===== config.mk =====
export PLATFORM = sky130hd
export DESIGN_NAME = rfc_raster
export DESIGN_NICKNAME = d
export VERILOG_FILES = /design/src/rtl/core/rfc_pkg.sv /design/src/rtl/core/rfc_raster.sv
export SDC_FILE = /design/constraint.sdc
export NUM_CORES = 1
export LEC_CHECK = 0
export BUFFER_PORTS_ARGS = -buffer_cell sky130_fd_sc_hd__buf_2
export CELL_PAD_IN_SITES_DETAIL_PLACEMENT = 1
export CELL_PAD_IN_SITES_GLOBAL_PLACEMENT = 1
export CORE_MARGIN = 5
export CORE_UTILIZATION = 48
export DETAILED_ROUTE_END_ITERATION = 8
export MAX_ROUTING_LAYER = met4
export PLACE_DENSITY = 0.88
export REMOVE_ABC_BUFFERS = 1
export SKIP_LAST_GASP = 1
export SLEW_MARGIN = 20
export SYNTH_ARGS = -nofsm -noshare
export SYNTH_HDL_FRONTEND = slang
export SYNTH_SLANG_ARGS = --single-unit

===== constraint.sdc =====
create_clock -name aclk -period 7.85 [get_ports aclk]
set_clock_uncertainty 0.05 [all_clocks]
set_input_delay 1.1775 -clock aclk [delete_from_list [all_inputs] [get_ports aclk]]
set_output_delay 1.1775 -clock aclk [all_outputs]
set_load 0.005 [all_outputs]

===== src/rtl/core/rfc_pkg.sv =====
// Shared types and command codes for the rectangle fill/clear engine.
`timescale 1ns / 1ps

package rfc_pkg;

    localparam logic [1:0] CMD_CLEAR = 2'd0;
    localparam logic [1:0] CMD_FILL  = 2'd1;
    localparam logic [1:0] CMD_READ  = 2'd2;

    typedef enum logic [2:0] {
        ST_IDLE,
        ST_SETUP,
        ST_ADDR,
        ST_WALK,
        ST_READ,
        ST_DONE
    } rfc_state_t;

    typedef struct packed {
        logic busy;
        logic done;
    } rfc_walk_status_t;

endpackage


===== src/rtl/core/rfc_raster.sv =====
// Raster walker: steps the frame memory write address over a rectangle, one pixel a cycle.
`timescale 1ns / 1ps

module rfc_raster
    import rfc_pkg::*;
#(
    parameter int FRAME_W = 320,
    parameter int FRAME_H = 240
) (
    input  logic                                       aclk,
    input  logic                                       aresetn,
    input  logic                                       start,
    input  logic [$clog2(FRAME_W+1)-1:0]               cols,
    input  logic [$clog2(FRAME_H+1)-1:0]               rows,
    input  logic [((FRAME_W*FRAME_H > 1) ? $clog2(FRAME_W*FRAME_H) : 1)-1:0] base,
    output logic                                       wr_en,
    output logic [((FRAME_W*FRAME_H > 1) ? $clog2(FRAME_W*FRAME_H) : 1)-1:0] wr_addr,
    output rfc_walk_status_t                           status
);

    localparam int XW    = $clog2(FRAME_W + 1);
    localparam int YW    = $clog2(FRAME_H + 1);
    localparam int DEPTH = FRAME_W * FRAME_H;
    localparam int AW    = (DEPTH > 1) ? $clog2(DEPTH) : 1;

    logic          active_reg;
    logic          done_reg;
    logic [XW-1:0] col_reg;
    logic [XW-1:0] cols_reg;
    logic [YW-1:0] row_reg;
    logic [YW-1:0] rows_reg;
    logic [AW-1:0] addr_reg;
    logic [AW-1:0] row_addr_reg;

    always_ff @(posedge aclk) begin
        if (!aresetn) begin
            active_reg <= 1'b0;
            done_reg   <= 1'b0;
        end else begin
            done_reg <= 1'b0;
            if (start) begin
                active_reg <= 1'b1;
            end else if (active_reg && col_reg == cols_reg - XW'(1)
                         && row_reg == rows_reg - YW'(1)) begin
                active_reg <= 1'b0;
                done_reg   <= 1'b1;
            end
        end
    end

    always_ff @(posedge aclk) begin
        if (start) begin
            col_reg      <= '0;
            row_reg      <= '0;
            cols_reg     <= cols;
            rows_reg     <= rows;
            addr_reg     <= base;
            row_addr_reg <= base;
        end else if (active_reg) begin
            if (col_reg == cols_reg - XW'(1)) begin
                // wrap to the first column of the next row
                col_reg      <= '0;
                row_reg      <= row_reg + YW'(1);
                row_addr_reg <= row_addr_reg + AW'(FRAME_W);
                addr_reg     <= row_addr_reg + AW'(FRAME_W);
            end else begin
                col_reg  <= col_reg + XW'(1);
                addr_reg <= addr_reg + AW'(1);
            end
        end
    end

    assign wr_en       = active_reg;
    assign wr_addr     = addr_reg;
    assign status.busy = active_reg;
    assign status.done = done_reg;

endmodule


==> out/metrics.cfg <==
[flow_run]
drv_cap=0

[synth]
synth-edff-count=51
synth_cells=388
synth_cell_type_count=56
yosysSeqAreaShare_pct=48.22
yosys_warnings=0
ys_ff_latch=70
ys.flop_type=edfxtp_1
async_reset_ff_share_pct=0
synthesis.area_mm2=0.003965
syn_avg_cell_area_um2=10.22

[critical_path]
required_ns=7.86
crit_path_end_kind=flop
cp_max_fo=12
crit_type=reg2reg
crit_arrival_ns=3.16
cp-start-kind=flop

[place]
place.gp.congestion=0.8413
placed_area_mm2=0.004302
portBuffers=56
hpwl_mm=7.522

[pwr]
swShare_pct=26.58
pwr-share-clk_pct=37.5
switching_power_mw=0.2472
pwr-share-seq_pct=49.2
power_mw=0.9302
combPwrFrac_pct=13.4
p_leak_nw=1.678
ir_drop_mv=0.1239
p_int_mw=0.6830
p_per_area_mw_per_mm2=204.8

[die]
initial_core_util_pct=48.75
die_h_um=100.9
num_rows=33
num_io_pins=57
core_mm2=0.008134
die_x_um=100.9
dieArea_mm2=0.01018

[clock_tree]
cts_sinks=70
cts_hold_buf=0
cts.path.max_buffers=2
clkLatencyLatePin_ns=0.35
cts_setup_buffers=0
clkSlewWorstSetupHoldPaths_ns=0.08
cts-resized-gates=0
h-tree-depth=3
numCtsBuffers=9
cts_tree=done
clockRootBuffer=clkbuf_8

[grt]
grt_antenna_before_repair=0
grt_usage_pct=22.35
grt_max_degree=70
grt_first_pass_wirelength_mm=17.22
overflow=0
grt_pass1_vias=3558

[final_layout]
syn_to_final_growth_pct=14.55
n_antenna_cell=0
fillers=911
fin_nets=481
final_area_mm2=0.004542
drive_gt1_share_pct=22.35

[routing]
antenna_left=0
drc=0
drt_iter0_drc=147
wl_per_cell_um=19.08
vias=3238
wl_mm=10.46
avgViaCountPerCell=5.909
drt_pass1_iterations=4

[sta]
rsz0062_at_grt=false
period_minus_slack_ns=3.149
hold_viol_final=0
maxClockFrequency_ghz=0.3176
relSlewSlack_pct=44.29
drv_slew=0
setup_violations=0
setup_tns_ns=0
tightest_slew_ns=0.8336
period_share_pct=40.11

[outcome]
status=finished, final reports clean

[worst_hold_path]
hp-class=reg2reg

-- power by group through the flow --
| stage | logic, mW | clock network, mW | registers [mW] |
|---|---|---|---|
| 4_1_cts | 0.126 | 0.354 | 0.457 |
| 2_1_floorplan | 0.0736 | 0 | 0.458 |
| 5_1_grt | 0.138 | 0.371 | 0.461 |
| 3_3_place_gp | 0.118 | 0 | 0.462 |
| 6_report | 0.124 | 0.348 | 0.457 |
| 3_5_place_dp | 0.123 | 0 | 0.466 |
-- worst max-delay path, cell delays in order (launching register included) --
cell,delay [ns]
edfxtp_1,0.45
inv_1,0.09
ha_1,0.22
nor3b_1,0.25
xnor2_1,0.10
nor3_1,0.24
and4_1,0.49
nand2_1,0.44
o21ai_0,0.28
buf_4,0.24
-- metrics by stage --
stage / utilization, % / std cells / hold slack (ns) / setup WS, ns
after floorplan: - / 366 / 0.4075 / 4.390
after global placement: 52.88 / 532 / 0.4252 / 4.862
after global routing: 55.84 / 548 / 0.4861 / 4.513
final: 55.84 / 548 / 0.4511 / 4.701
after detailed placement: 52.88 / 532 / 0.4455 / 4.747
after CTS: 55.84 / 548 / 0.4559 / 4.709
-- cell usage in the layout (no fill, tap or decap), types with 6 or more instances in the layout --
cell      count
and3_1       12
ha_1          6
edfxtp_1     51
dfxtp_1      19
nor4_1        8
o21ai_0       8
inv_1         9
a21oi_1      10
nor3_1       15
nand3_1      16
xnor2_1      33
or2_2         6
clkbuf_8      9
o311ai_0      6
nand4_1       7
nor2_1       38
nand2_1      33
o31ai_1       9
and2_1        6
xor2_1       20
buf_2        56
-- synth_stat cells, drive strengths merged, types with 2 or more instances --
library cell  count  area (um^2)
edfxtp           51         1531
nor2             38        142.6
nand2            33        123.9
xnor2            33        289.0
xor2             20        175.2
dfxtp            19        380.4
nor3             17        95.09
nand3            16        80.08
clkbuf           14        52.55
and3             12        75.07
a21oi            10        50.05
nor4             10        75.07
o21ai            10        50.05
inv               9        33.78
o31ai             9        67.56
buf               8        60.04
nand4             7        43.79
o311ai            7        61.31
and2              6        37.54
ha                6        75.07
or2               6        37.54
a311oi            5        75.07
o211ai            4        35.03
a31o              3        26.28
a31oi             3        18.77
and4              3        26.28
or3               3        18.77
or4               3        26.27
a211oi            2        15.01
a221oi            2        17.52
a311o             2        20.02
nor2b             2        12.51
nor3b             2        15.01
-- per-layer routing --
metal  GRT usage, %  share of wire, %  up-vias
met5              -                 0        -
met4          9.845               2.2        0
met3          3.253               3.6       21
met2          38.84                53       72
met1          25.47                41     1606
li1               -                 -     1539
-- final cells by class --
type / count / area (um^2) / share of cell area (%)
clock inverter: 6 / 91.34 / 2.011
multi-input combinational: 286 / 1903 / 41.90
clock buffer: 10 / 148.9 / 3.278
sequential: 70 / 1912 / 42.09
timing repair buffer: 61 / 317.8 / 6.997
inverter: 10 / 37.54 / 0.8264
tap: 105 / 131.4 / 2.893
-- path summary, 6_finish.rpt --
| kind | slack (ns) | from | end | cells past startpoint |
|---|---|---|---|---|
| min reg2reg | 0.45 | row_reg[7] | row_reg[7] | 2 |
| max reg2reg | 4.70 | cols_reg[0] | row_addr_reg[8] | 9 |
| min | 0.45 | row_reg[7] | row_reg[7] | 2 |
| max | 4.70 | cols_reg[0] | row_addr_reg[8] | 9 |
-- cell families after synthesis --
| family | after synthesis | share of synthesized area (%) |
|---|---|---|
| xor+xnor | 53 | 11.71 |
| mux | 1 | 0.2840 |
| compound gates | 68 | 13.70 |
| buf+inv | 32 | 3.786 |
| fa+ha+maj | 6 | 1.893 |
| simple gates | 158 | 20.42 |
| flops | 70 | 48.22 |
(Power assumes the default switching activity.)
